<file path="config.mk">
export PLATFORM = sky130hd
export DESIGN_NAME = met_queue
export DESIGN_NICKNAME = d
export VERILOG_FILES = /design/src/rtl/core/met_pkg.sv /design/src/rtl/core/met_queue.sv
export SDC_FILE = /design/constraint.sdc
export NUM_CORES = 1
export LEC_CHECK = 0
export BUFFER_PORTS_ARGS = -buffer_cell sky130_fd_sc_hd__buf_2
export CORE_ASPECT_RATIO = 1.4
export CORE_UTILIZATION = 30
export DETAILED_ROUTE_END_ITERATION = 8
export GPL_ROUTABILITY_DRIVEN = 0
export GPL_TIMING_DRIVEN = 0
export HOLD_SLACK_MARGIN = 0.02
export PLACE_DENSITY = 0.45
export SYNTH_ARGS = -nofsm -noshare
export SYNTH_HDL_FRONTEND = slang
export SYNTH_SLANG_ARGS = --single-unit
</file>
<file path="constraint.sdc">
create_clock -name clk -period 3.9 [get_ports clk]
set_input_delay 0.39 -clock clk [delete_from_list [all_inputs] [get_ports clk]]
set_output_delay 0.39 -clock clk [all_outputs]
set_load 0.01 [all_outputs]
</file>
<file path="src/rtl/core/met_pkg.sv">
// Shared types, constants and helpers for the Mandelbrot escape-time unit.
package met_pkg;

  localparam int PIXEL_BITS = 12;
  localparam int ITER_BITS  = 16;
  localparam int WORD_BITS  = 32;
  localparam int STEP_BITS  = 31;
  localparam int CFG_IDX_BITS = 3;

  // queue between front and back
  localparam int QDEPTH    = 4;
  localparam int QPTR_BITS = $clog2(QDEPTH);
  localparam int QCNT_BITS = $clog2(QDEPTH + 1);
  localparam int OCC_BITS  = $clog2(QDEPTH + 3);

  localparam logic [CFG_IDX_BITS-1:0] REG_START_RE   = 3'd0;
  localparam logic [CFG_IDX_BITS-1:0] REG_START_IM   = 3'd1;
  localparam logic [CFG_IDX_BITS-1:0] REG_STEP_RE    = 3'd2;
  localparam logic [CFG_IDX_BITS-1:0] REG_STEP_IM    = 3'd3;
  localparam logic [CFG_IDX_BITS-1:0] REG_ITER_LIMIT = 3'd4;

  typedef struct packed {
    logic [PIXEL_BITS-1:0] pixel_x;
    logic [PIXEL_BITS-1:0] pixel_y;
  } pixel_in_t;

  typedef struct packed {
    logic [ITER_BITS-1:0]  iterations;
    logic                  inside_res;
    logic [PIXEL_BITS-1:0] out_x;
    logic [PIXEL_BITS-1:0] out_y;
  } result_t;

  typedef struct packed {
    logic signed [WORD_BITS-1:0] start_re;
    logic signed [WORD_BITS-1:0] start_im;
    logic [STEP_BITS-1:0]        step_re;
    logic [STEP_BITS-1:0]        step_im;
  } front_cfg_t;

  // one classified item waiting for the iteration engine
  typedef struct packed {
    logic signed [WORD_BITS-1:0] cr;
    logic signed [WORD_BITS-1:0] ci;
    logic [PIXEL_BITS-1:0]       px;
    logic [PIXEL_BITS-1:0]       py;
  } point_t;

  typedef enum logic [1:0] {
    BK_IDLE,
    BK_MUL,
    BK_UPD
  } back_state_t;

  localparam logic signed [63:0] WORD_MAX = 64'sd2147483647;
  localparam logic signed [63:0] WORD_MIN = -64'sd2147483648;

  function automatic logic signed [WORD_BITS-1:0] sat_word(input logic signed [63:0] v);
    logic signed [WORD_BITS-1:0] r;
    if (v > WORD_MAX) r = WORD_MAX[WORD_BITS-1:0];
    else if (v < WORD_MIN) r = WORD_MIN[WORD_BITS-1:0];
    else r = v[WORD_BITS-1:0];
    return r;
  endfunction

endpackage

</file>
<file path="src/rtl/core/met_queue.sv">
// Short FIFO of classified points between front and back.
module met_queue (
  input  logic                          clk,
  input  logic                          rst,
  input  logic                          push,
  input  met_pkg::point_t               wdata,
  input  logic                          pop,
  output logic                          nonempty,
  output met_pkg::point_t               rdata,
  output logic [met_pkg::QCNT_BITS-1:0] count
);

  met_pkg::point_t                mem [met_pkg::QDEPTH];
  logic [met_pkg::QPTR_BITS-1:0]  wptr;
  logic [met_pkg::QPTR_BITS-1:0]  rptr;

  always_ff @(posedge clk) begin
    if (rst) begin
      wptr  <= '0;
      rptr  <= '0;
      count <= '0;
    end else begin
      if (push) wptr <= wptr + 1'b1;
      if (pop)  rptr <= rptr + 1'b1;
      case ({push, pop})
        2'b10:   count <= count + 1'b1;
        2'b01:   count <= count - 1'b1;
        default: count <= count;
      endcase
    end
    if (push) mem[wptr] <= wdata;
  end

  assign nonempty = (count != '0);
  assign rdata    = mem[rptr];

endmodule

</file>
==> flow_metrics.tcl <==
set metrics [dict create \
    worst_r2r_path_depth 4 \
    synth_fp_nets 604 \
    r2r_slack_ns 1.99 \
    hold_path.class "in2reg" \
    synth_edf_count 352 \
    nNetsFinal 830 \
    holdBufCountCts 0 \
    startpoint_type "flop" \
    final_core_util_pct 37.46 \
    drive_above_1_share_pct 45.99 \
    ys_types 20 \
    dieArea_um2 44570 \
    drt-pass1-iter-count 4 \
    seq_area_frac_synth_pct 81.97 \
    final.setup.tns_ns 0 \
    finalCritPeriodShare_pct 72.02 \
    cts_tree "done" \
    initial_core_util_pct 30.41 \
    final_common_cell "edfxtp_1" \
    most-common-layout-cells "edfxtp_1 (352), buf_2 (192), mux4_2 (88)" \
    pre_cts_ws_ns 1.502 \
    p_per_area_nw_per_um2 563.9 \
    layout_min_cycle_time_ns 2.809 \
    setup_viol_count_final 0 \
    synthCells 506 \
    cts_buffers 38 \
    dp_hpwl_mm 16.65 \
    core_um2 43130 \
    setup_slack_ns 1.091 \
    drc 0 \
    cts_setup_buffers 0 \
    rsz0062_at_grt "no" \
    vias_per_cell 4.529 \
    htree_levels 2 \
    placed_cell_area_um2 14840 \
    ant_nets 0 \
    grt_pass1_wl_mm 40.59 \
    grt.overflow.total 0 \
    instances_no_fill 1314 \
    cts.path.max_buffers 3 \
    r2r-end "mem[2][69]" \
    grt_pass1_vias 6879 \
    vias 5951 \
    required_ns 3.51 \
    cp_max_fo 10 \
    async_reset_ff_share_pct 0 \
    crit_end "rdata[25]" \
    area_growth_pct 23.18 \
    io_buffers 182 \
    crit_type "reg2out" \
    hold_violations 0 \
    p_leak_nw 5.412 \
    stdcell_area_um2 16160 \
    root_buffer "clkbuf_16" \
    row_count 90 \
    r2r-start "wptr[0]" \
    ys_warn_count 0 \
    post_drt_wl_per_cell_um 20.59 \
    whs_ns 0.08129 \
    cts.repair.resized 0 \
    clock_skew_ns 0.007695 \
    hold_path_depth 1 \
    dp_cells 1244 \
    power.total_mw 9.110 \
    routed_wl_mm 27.06 \
    relSlewSlack_pct 38.70 \
    ys.flop_type "edfxtp_1" \
    insertion_delay_ns 0.52 \
    fmax_ghz 0.3560 \
    cp_data_arrival_time_ns 2.42 \
    drt_iter0_drc 386 \
    ys_ff_latch 361 \
    slew_viol_final 0 \
    avgSynthCellArea_um2 25.92 \
    dieHeight_um 249.4 \
    tightestPinTransition_ns 0.9195 \
    antenna_found_initial 3 \
    peakVddDrop_mv 0.3687 \
    drv_cap 0 \
    outcome "finished, final reports clean" \
    worst_setup_path_end_kind "output pin" \
    clkSinkCount 361 \
    syn-cell-area_um2 13120 \
    groute.usage.overall_pct 12.45 \
    nFillCells 3930 \
    chipWidth_um 178.7 \
    io_pins 184 \
    grt_max_degree 52 \
    path_clk_slew_ns 0.06 \
]
-- critical path, cell delays in order (launching register included) --
cell and delay (ns):
dfxtp_1 0.30, buf_2 0.26, clkbuf_1 0.73, mux4_2 0.43, buf_2 0.18
-- power breakdown --
part | leakage [nW] | switching [mW] | internal (mW)
Sequential | 3.31 | 0.0411 | 4.45
Combinational | 1.46 | 0.465 | 0.384
Clock | 0.645 | 1.45 | 2.31
-- routing by layer --
metal	vias up	GRT usage, %	share of wire [%]
met4	4	4.431	2.5
met3	46	2.849	4.8
met2	139	23.52	56
li1	2624	-	-
met1	3138	13.18	37
met5	-	0	0.10
-- worst min-delay path by stage --
stage	start	end	slack, ns
finish	wdata[19]	mem[3][19]	0.08
global route	wdata[5]	mem[3][5]	0.05
CTS	wdata[5]	mem[3][5]	0.04
detailed placement	rptr[1]	rptr[1]	0.52
global placement	count[2]	count[2]	0.47
floorplan	rptr[1]	flop	0.48
-- registers in the layout (all words and copies together), names as in the netlist, named ones only --
signal  count
wptr        2
rptr        2
mem       352
count       3
-- synth_stat cells, drive strengths merged (2+ instances only) --
library cell  instances  area, um^2
mux4                 88        1982
xor2                  3       26.28
dfxtp                 9       180.2
xnor2                 2       17.52
nor2                  8       30.03
or3                   2       12.51
ha                    5       62.56
clkbuf                7       26.28
a21oi                 2       10.01
buf                  14       111.4
inv                   6       22.52
edfxtp              352       10570
and2                  4       25.02
-- cells by family after synthesis --
| logic type | count (synthesis) | share of synthesized area [%] |
|---|---|---|
| flip-flops | 361 | 81.97 |
| XOR/XNOR | 5 | 0.3340 |
| multiplexers | 89 | 15.19 |
| buffers and inverters | 27 | 1.221 |
| adder cells (fa/ha/maj) | 6 | 0.6297 |
| AO/OA/AOI/OAI | 3 | 0.1144 |
| AND/OR/NAND/NOR | 15 | 0.5437 |
-- area by class of cell --
type | count | area, um^2 | share of cell area, %
diodes | 1 | 2.502 | 0.01549
plain buffers | 21 | 137.6 | 0.8519
clock buffers | 47 | 1049 | 6.490
clock inverters | 22 | 267.8 | 1.657
inverters | 6 | 22.52 | 0.1394
multi-input cells | 118 | 2215 | 13.71
flip-flops and latches | 361 | 10750 | 66.54
well taps | 552 | 690.7 | 4.275
repair buffers | 186 | 1021 | 6.320
No activity file was read; power rests on OpenSTA's default activity.
