[config.mk]
export PLATFORM = sky130hd
export DESIGN_NAME = met_front
export DESIGN_NICKNAME = d
export VERILOG_FILES = /design/src/rtl/core/met_pkg.sv /design/src/rtl/core/met_front.sv
export SDC_FILE = /design/constraint.sdc
export NUM_CORES = 2
export LEC_CHECK = 0
export ABC_AREA = 1
export ABC_CLOCK_PERIOD_IN_PS = 5430
export BUFFER_PORTS_ARGS = -buffer_cell sky130_fd_sc_hd__buf_4
export CAP_MARGIN = 25
export CORE_MARGIN = 10
export CORE_UTILIZATION = 58
export DETAILED_ROUTE_END_ITERATION = 8
export PLACE_DENSITY_LB_ADDON = 0.1
export SLEW_MARGIN = 20
export SYNTH_ARGS = -nofsm -noshare
export SYNTH_HDL_FRONTEND = slang
export SYNTH_SLANG_ARGS = --single-unit
[constraint.sdc]
create_clock -name clk -period 5.43 [get_ports clk]
set_input_delay 0.543 -clock clk [delete_from_list [all_inputs] [get_ports clk]]
set_output_delay 0.543 -clock clk [all_outputs]
set_load 0.01 [all_outputs]
[src/rtl/core/met_pkg.sv]
// Shared types, constants and helpers for the Mandelbrot escape-time unit.
package met_pkg;

  localparam int PIXEL_BITS = 12;
  localparam int ITER_BITS  = 16;
  localparam int WORD_BITS  = 32;
  localparam int STEP_BITS  = 31;
  localparam int CFG_IDX_BITS = 3;

  // queue between front and back
  localparam int QDEPTH    = 4;
  localparam int QPTR_BITS = $clog2(QDEPTH);
  localparam int QCNT_BITS = $clog2(QDEPTH + 1);
  localparam int OCC_BITS  = $clog2(QDEPTH + 3);

  localparam logic [CFG_IDX_BITS-1:0] REG_START_RE   = 3'd0;
  localparam logic [CFG_IDX_BITS-1:0] REG_START_IM   = 3'd1;
  localparam logic [CFG_IDX_BITS-1:0] REG_STEP_RE    = 3'd2;
  localparam logic [CFG_IDX_BITS-1:0] REG_STEP_IM    = 3'd3;
  localparam logic [CFG_IDX_BITS-1:0] REG_ITER_LIMIT = 3'd4;

  typedef struct packed {
    logic [PIXEL_BITS-1:0] pixel_x;
    logic [PIXEL_BITS-1:0] pixel_y;
  } pixel_in_t;

  typedef struct packed {
    logic [ITER_BITS-1:0]  iterations;
    logic                  inside_res;
    logic [PIXEL_BITS-1:0] out_x;
    logic [PIXEL_BITS-1:0] out_y;
  } result_t;

  typedef struct packed {
    logic signed [WORD_BITS-1:0] start_re;
    logic signed [WORD_BITS-1:0] start_im;
    logic [STEP_BITS-1:0]        step_re;
    logic [STEP_BITS-1:0]        step_im;
  } front_cfg_t;

  // one classified item waiting for the iteration engine
  typedef struct packed {
    logic signed [WORD_BITS-1:0] cr;
    logic signed [WORD_BITS-1:0] ci;
    logic [PIXEL_BITS-1:0]       px;
    logic [PIXEL_BITS-1:0]       py;
  } point_t;

  typedef enum logic [1:0] {
    BK_IDLE,
    BK_MUL,
    BK_UPD
  } back_state_t;

  localparam logic signed [63:0] WORD_MAX = 64'sd2147483647;
  localparam logic signed [63:0] WORD_MIN = -64'sd2147483648;

  function automatic logic signed [WORD_BITS-1:0] sat_word(input logic signed [63:0] v);
    logic signed [WORD_BITS-1:0] r;
    if (v > WORD_MAX) r = WORD_MAX[WORD_BITS-1:0];
    else if (v < WORD_MIN) r = WORD_MIN[WORD_BITS-1:0];
    else r = v[WORD_BITS-1:0];
    return r;
  endfunction

endpackage

[src/rtl/core/met_front.sv]
// Front end: takes pixel items and maps them to complex points c.
module met_front (
  input  logic                   clk,
  input  logic                   rst,
  input  logic                   accept,
  input  met_pkg::pixel_in_t     pixel,
  input  met_pkg::front_cfg_t    cfg,
  output logic [1:0]             inflight,
  output logic                   push,
  output met_pkg::point_t        point
);

  localparam int PROD_BITS = met_pkg::STEP_BITS + met_pkg::PIXEL_BITS;

  logic                           s1_v;
  logic [PROD_BITS-1:0]           prod_re;
  logic [PROD_BITS-1:0]           prod_im;
  logic [met_pkg::PIXEL_BITS-1:0] s1_x;
  logic [met_pkg::PIXEL_BITS-1:0] s1_y;
  logic                           s2_v;
  met_pkg::point_t                s2;

  logic signed [63:0] sum_re;
  logic signed [63:0] sum_im;

  always_comb begin
    sum_re = 64'(cfg.start_re) + $signed(64'(prod_re));
    sum_im = 64'(cfg.start_im) + $signed(64'(prod_im));
  end

  always_ff @(posedge clk) begin
    if (rst) begin
      s1_v <= 1'b0;
      s2_v <= 1'b0;
    end else begin
      s1_v <= accept;
      s2_v <= s1_v;
    end
    if (accept) begin
      prod_re <= PROD_BITS'(cfg.step_re) * PROD_BITS'(pixel.pixel_x);
      prod_im <= PROD_BITS'(cfg.step_im) * PROD_BITS'(pixel.pixel_y);
      s1_x    <= pixel.pixel_x;
      s1_y    <= pixel.pixel_y;
    end
    if (s1_v) begin
      s2.cr <= met_pkg::sat_word(sum_re);
      s2.ci <= met_pkg::sat_word(sum_im);
      s2.px <= s1_x;
      s2.py <= s1_y;
    end
  end

  assign inflight = {1'b0, s1_v} + {1'b0, s2_v};
  assign push     = s2_v;
  assign point    = s2;

endmodule

==> impl_metrics.env <==
export IMPL_grt_ovfl_total=0
export IMPL_grt_max_degree=51
export IMPL_cts_resized=0
export IMPL_first_pass_iters=6
export IMPL_rrSetupSlack_ns=2.02
export IMPL_cp_arrival_ns=5.37
export IMPL_slowest_delay_ns=0.54
export IMPL_final_nets=6390
export IMPL_synthFlopType="edfxtp_1"
export IMPL_cp_end_kind="flip-flop"
export IMPL_postRouteAntennaNets=0
export IMPL_reg2regPathDepth=16
export IMPL_post_route_min_period_ns=5.11
export IMPL_antenna_found_initial=2
export IMPL_final_core_util=0.665
export IMPL_yosys_area_top_type_share=0.310
export IMPL_die_h_um=275
export IMPL_seq_area_frac_synth=0.159
export IMPL_port_buffers=243
export IMPL_gp_congestion=0.947
export IMPL_finalSetupViolCount=0
export IMPL_holdCritPathClass="in -> reg"
export IMPL_cts_tree="built"
export IMPL_seq_area_sq_um=5990
export IMPL_synth_area_top_cells="fa_1 (31%), nand2_1 (17%), edfxtp_1 (16%)"
export IMPL_syn2layout_area_growth_pct=13.7
export IMPL_slew_headroom=0.465
export IMPL_tns_ns=0
export IMPL_tightest_slew_ns=0.803
export IMPL_run_status="finished, final reports clean"
export IMPL_coreArea_sq_um=64300
export IMPL_synth_async_reset_ratio=0
export IMPL_hold_violations=0
export IMPL_r2r_start="prod_re[0]"
export IMPL_io_pins=244
export IMPL_critPathBufInv=8
export IMPL_vias=32000
export IMPL_cp_start_kind="input port"
export IMPL_cts_setup_buffers=0
export IMPL_insertion_delay_ns=0.51
export IMPL_grt_pass1_vias=32300
export IMPL_dp_hpwl_um=87700
export IMPL_cts_hold_buf=0
export IMPL_ys_ff_latch=200
export IMPL_rsz0062_at_grt="no"
export IMPL_crit_start="pixel[15]"
export IMPL_dieArea_sq_um=75400
export IMPL_drive_gt1_frac=0.124
export IMPL_crit_slowest_cell="fa_1"
export IMPL_synth_area_per_cell_sq_um=7.52
export IMPL_timing_critical_path_mode_cell="fa_1"
export IMPL_layout_commonest_cell="nand2_1"
export IMPL_r2r_end="point[69]"
export IMPL_drv_slew=0
export IMPL_hold_slack_ns=0.192
export IMPL_clock_skew_ns=0.0197
export IMPL_grt_pass1_wl_um=167000
export IMPL_remaining_drc_errors=0
export IMPL_cts_htree_levels=4
export IMPL_root_buffer="clkbuf_16"
export IMPL_wl_per_cell_um=16.3
export IMPL_cp_max_fo=23
export IMPL_rows=93
export IMPL_synthesis_nets=5989
export IMPL_dp_slack_ns=-0.277
export IMPL_critical_path_required_ns=5.70
export IMPL_crit_chain="buf_8 -> nand2_1 -> fa_1 -> fa_1 -> inv_1 -> fa_1 -> fa_1 -> inv_1 -> fa_1 -> inv_1 -> ha_1 -> a21oi_1 -> inv_1 -> a21oi_1 -> nor3_1 -> a211oi_1 -> buf_4 -> nand2_1 -> a21oi_1 -> buf_4 -> xnor2_1 -> buf_4"
export IMPL_cp_top_family="adder cells"
export IMPL_multi_input_area_sq_um=26200
export IMPL_layout_common_cells="nand2_1 (1665), inv_1 (1257), fa_1 (582)"
export IMPL_ys_warn_count=0
export IMPL_critPathKind="in -> reg"
export IMPL_cts_buffer_depth=2
export IMPL_cts_buffers=17
export IMPL_syn_inst=5003
export IMPL_gr_usage_all_layers=0.279
export IMPL_critPathCapture="prod_re[25]"
export IMPL_clk_pin_slew_worst_paths_ns=0.08
export IMPL_start_util=0.584
export IMPL_routed_via_density=5.10
export IMPL_n_fill_cell=5680
export IMPL_worst_slack_ns=0.323
export IMPL_period_share=0.941
export IMPL_clock_sinks=200
export IMPL_die_w_um=275
export IMPL_synth_edf_count=198
export IMPL_path_depth=22
export IMPL_drv_cap=0
export IMPL_synth_distinct_cells=48
export IMPL_first_iter_violations=2622
export IMPL_syn_area_sq_um=37600
export IMPL_wirelength_um=102000
export IMPL_timing_fmax_ghz=0.196
export IMPL_yosys_area_top_type="fa_1"
cells in the mapped netlist (2+ instances only):
cell type,instances
and2_1,2
nand3_1,93
inv_1,1257
nand3_2,14
o21bai_1,15
o221a_2,2
nor3_1,8
nor4_1,4
a21boi_0,4
o21ai_0,45
xor2_1,87
o31ai_1,3
buf_6,12
o211ai_1,3
nor2_1,235
o21ai_1,3
nand3b_1,11
a21oi_1,153
clkbuf_1,134
ha_1,251
o21a_1,8
nor2_2,33
fa_1,582
a21o_1,8
dfxtp_1,2
a31oi_1,29
o221ai_1,3
inv_2,8
xnor2_1,48
nand2_2,33
nand2_1,1665
nor2_4,10
and3_1,3
edfxtp_1,198
nand4_1,24
flip-flops by register name (all words and copies together) (netlist names):
signal and count:
point 88, prod_im 43, prod_re 43, s1_x 12, s1_y 12, push 1, s1_v 1
how the worst min path moves through the flow:
stage	startpoint	to	slack, ns	cells past startpoint
2_1_floorplan	s1_y[0]	point[0]	0.40	0
3_3_place_gp	s1_y[0]	point[0]	0.40	0
3_5_place_dp	s1_x[7]	point[19]	0.41	0
4_1_cts	rst	s1_v	0.16	2
5_1_grt	rst	push	0.18	2
6_report	rst	s1_v	0.19	2
routing by layer:
metal / vias up / share of wire / track usage / wire length, um
li1: 15500 / - / - / -
met5: - / 0 / 0 / 0
met2: 1167 / 0.43 / 0.423 / 44100
met4: 0 / 0.020 / 0.0678 / 2030
met1: 15200 / 0.46 / 0.408 / 47200
met3: 130 / 0.086 / 0.0510 / 8750
metrics by stage:
stage | cells | instance area (sq um)
2_1_floorplan | 5003 | 37600
4_1_cts | 6272 | 42700
5_1_grt | 6274 | 42800
6_report | 6274 | 42800
3_3_place_gp | 6240 | 42100
3_5_place_dp | 6240 | 42100
layout make-up:
class,instances,area share
multi-input combinational,3392,0.614
antenna,2,0.000117
clock buffer,17,0.00995
clock inverter,15,0.00436
tap,855,0.0250
sequential,200,0.140
inverter,1265,0.111
timing repair buffer,528,0.0960
cells by family (layout without fill, tap and decap cells):
logic type,count (synthesis),count (layout),synth area share
other,0,2,0
AO/OA/AOI/OAI,283,283,0.0429
AND/OR/NAND/NOR,2141,2141,0.230
adder cells (fa/ha/maj),833,833,0.393
buffers and inverters,1411,1825,0.143
flip-flops,200,200,0.159
XOR/XNOR,135,135,0.0314
Power is left out: the tool's default activity adds up to more than one toggle a clock period on the data nets, which glitch-free logic cannot reach.
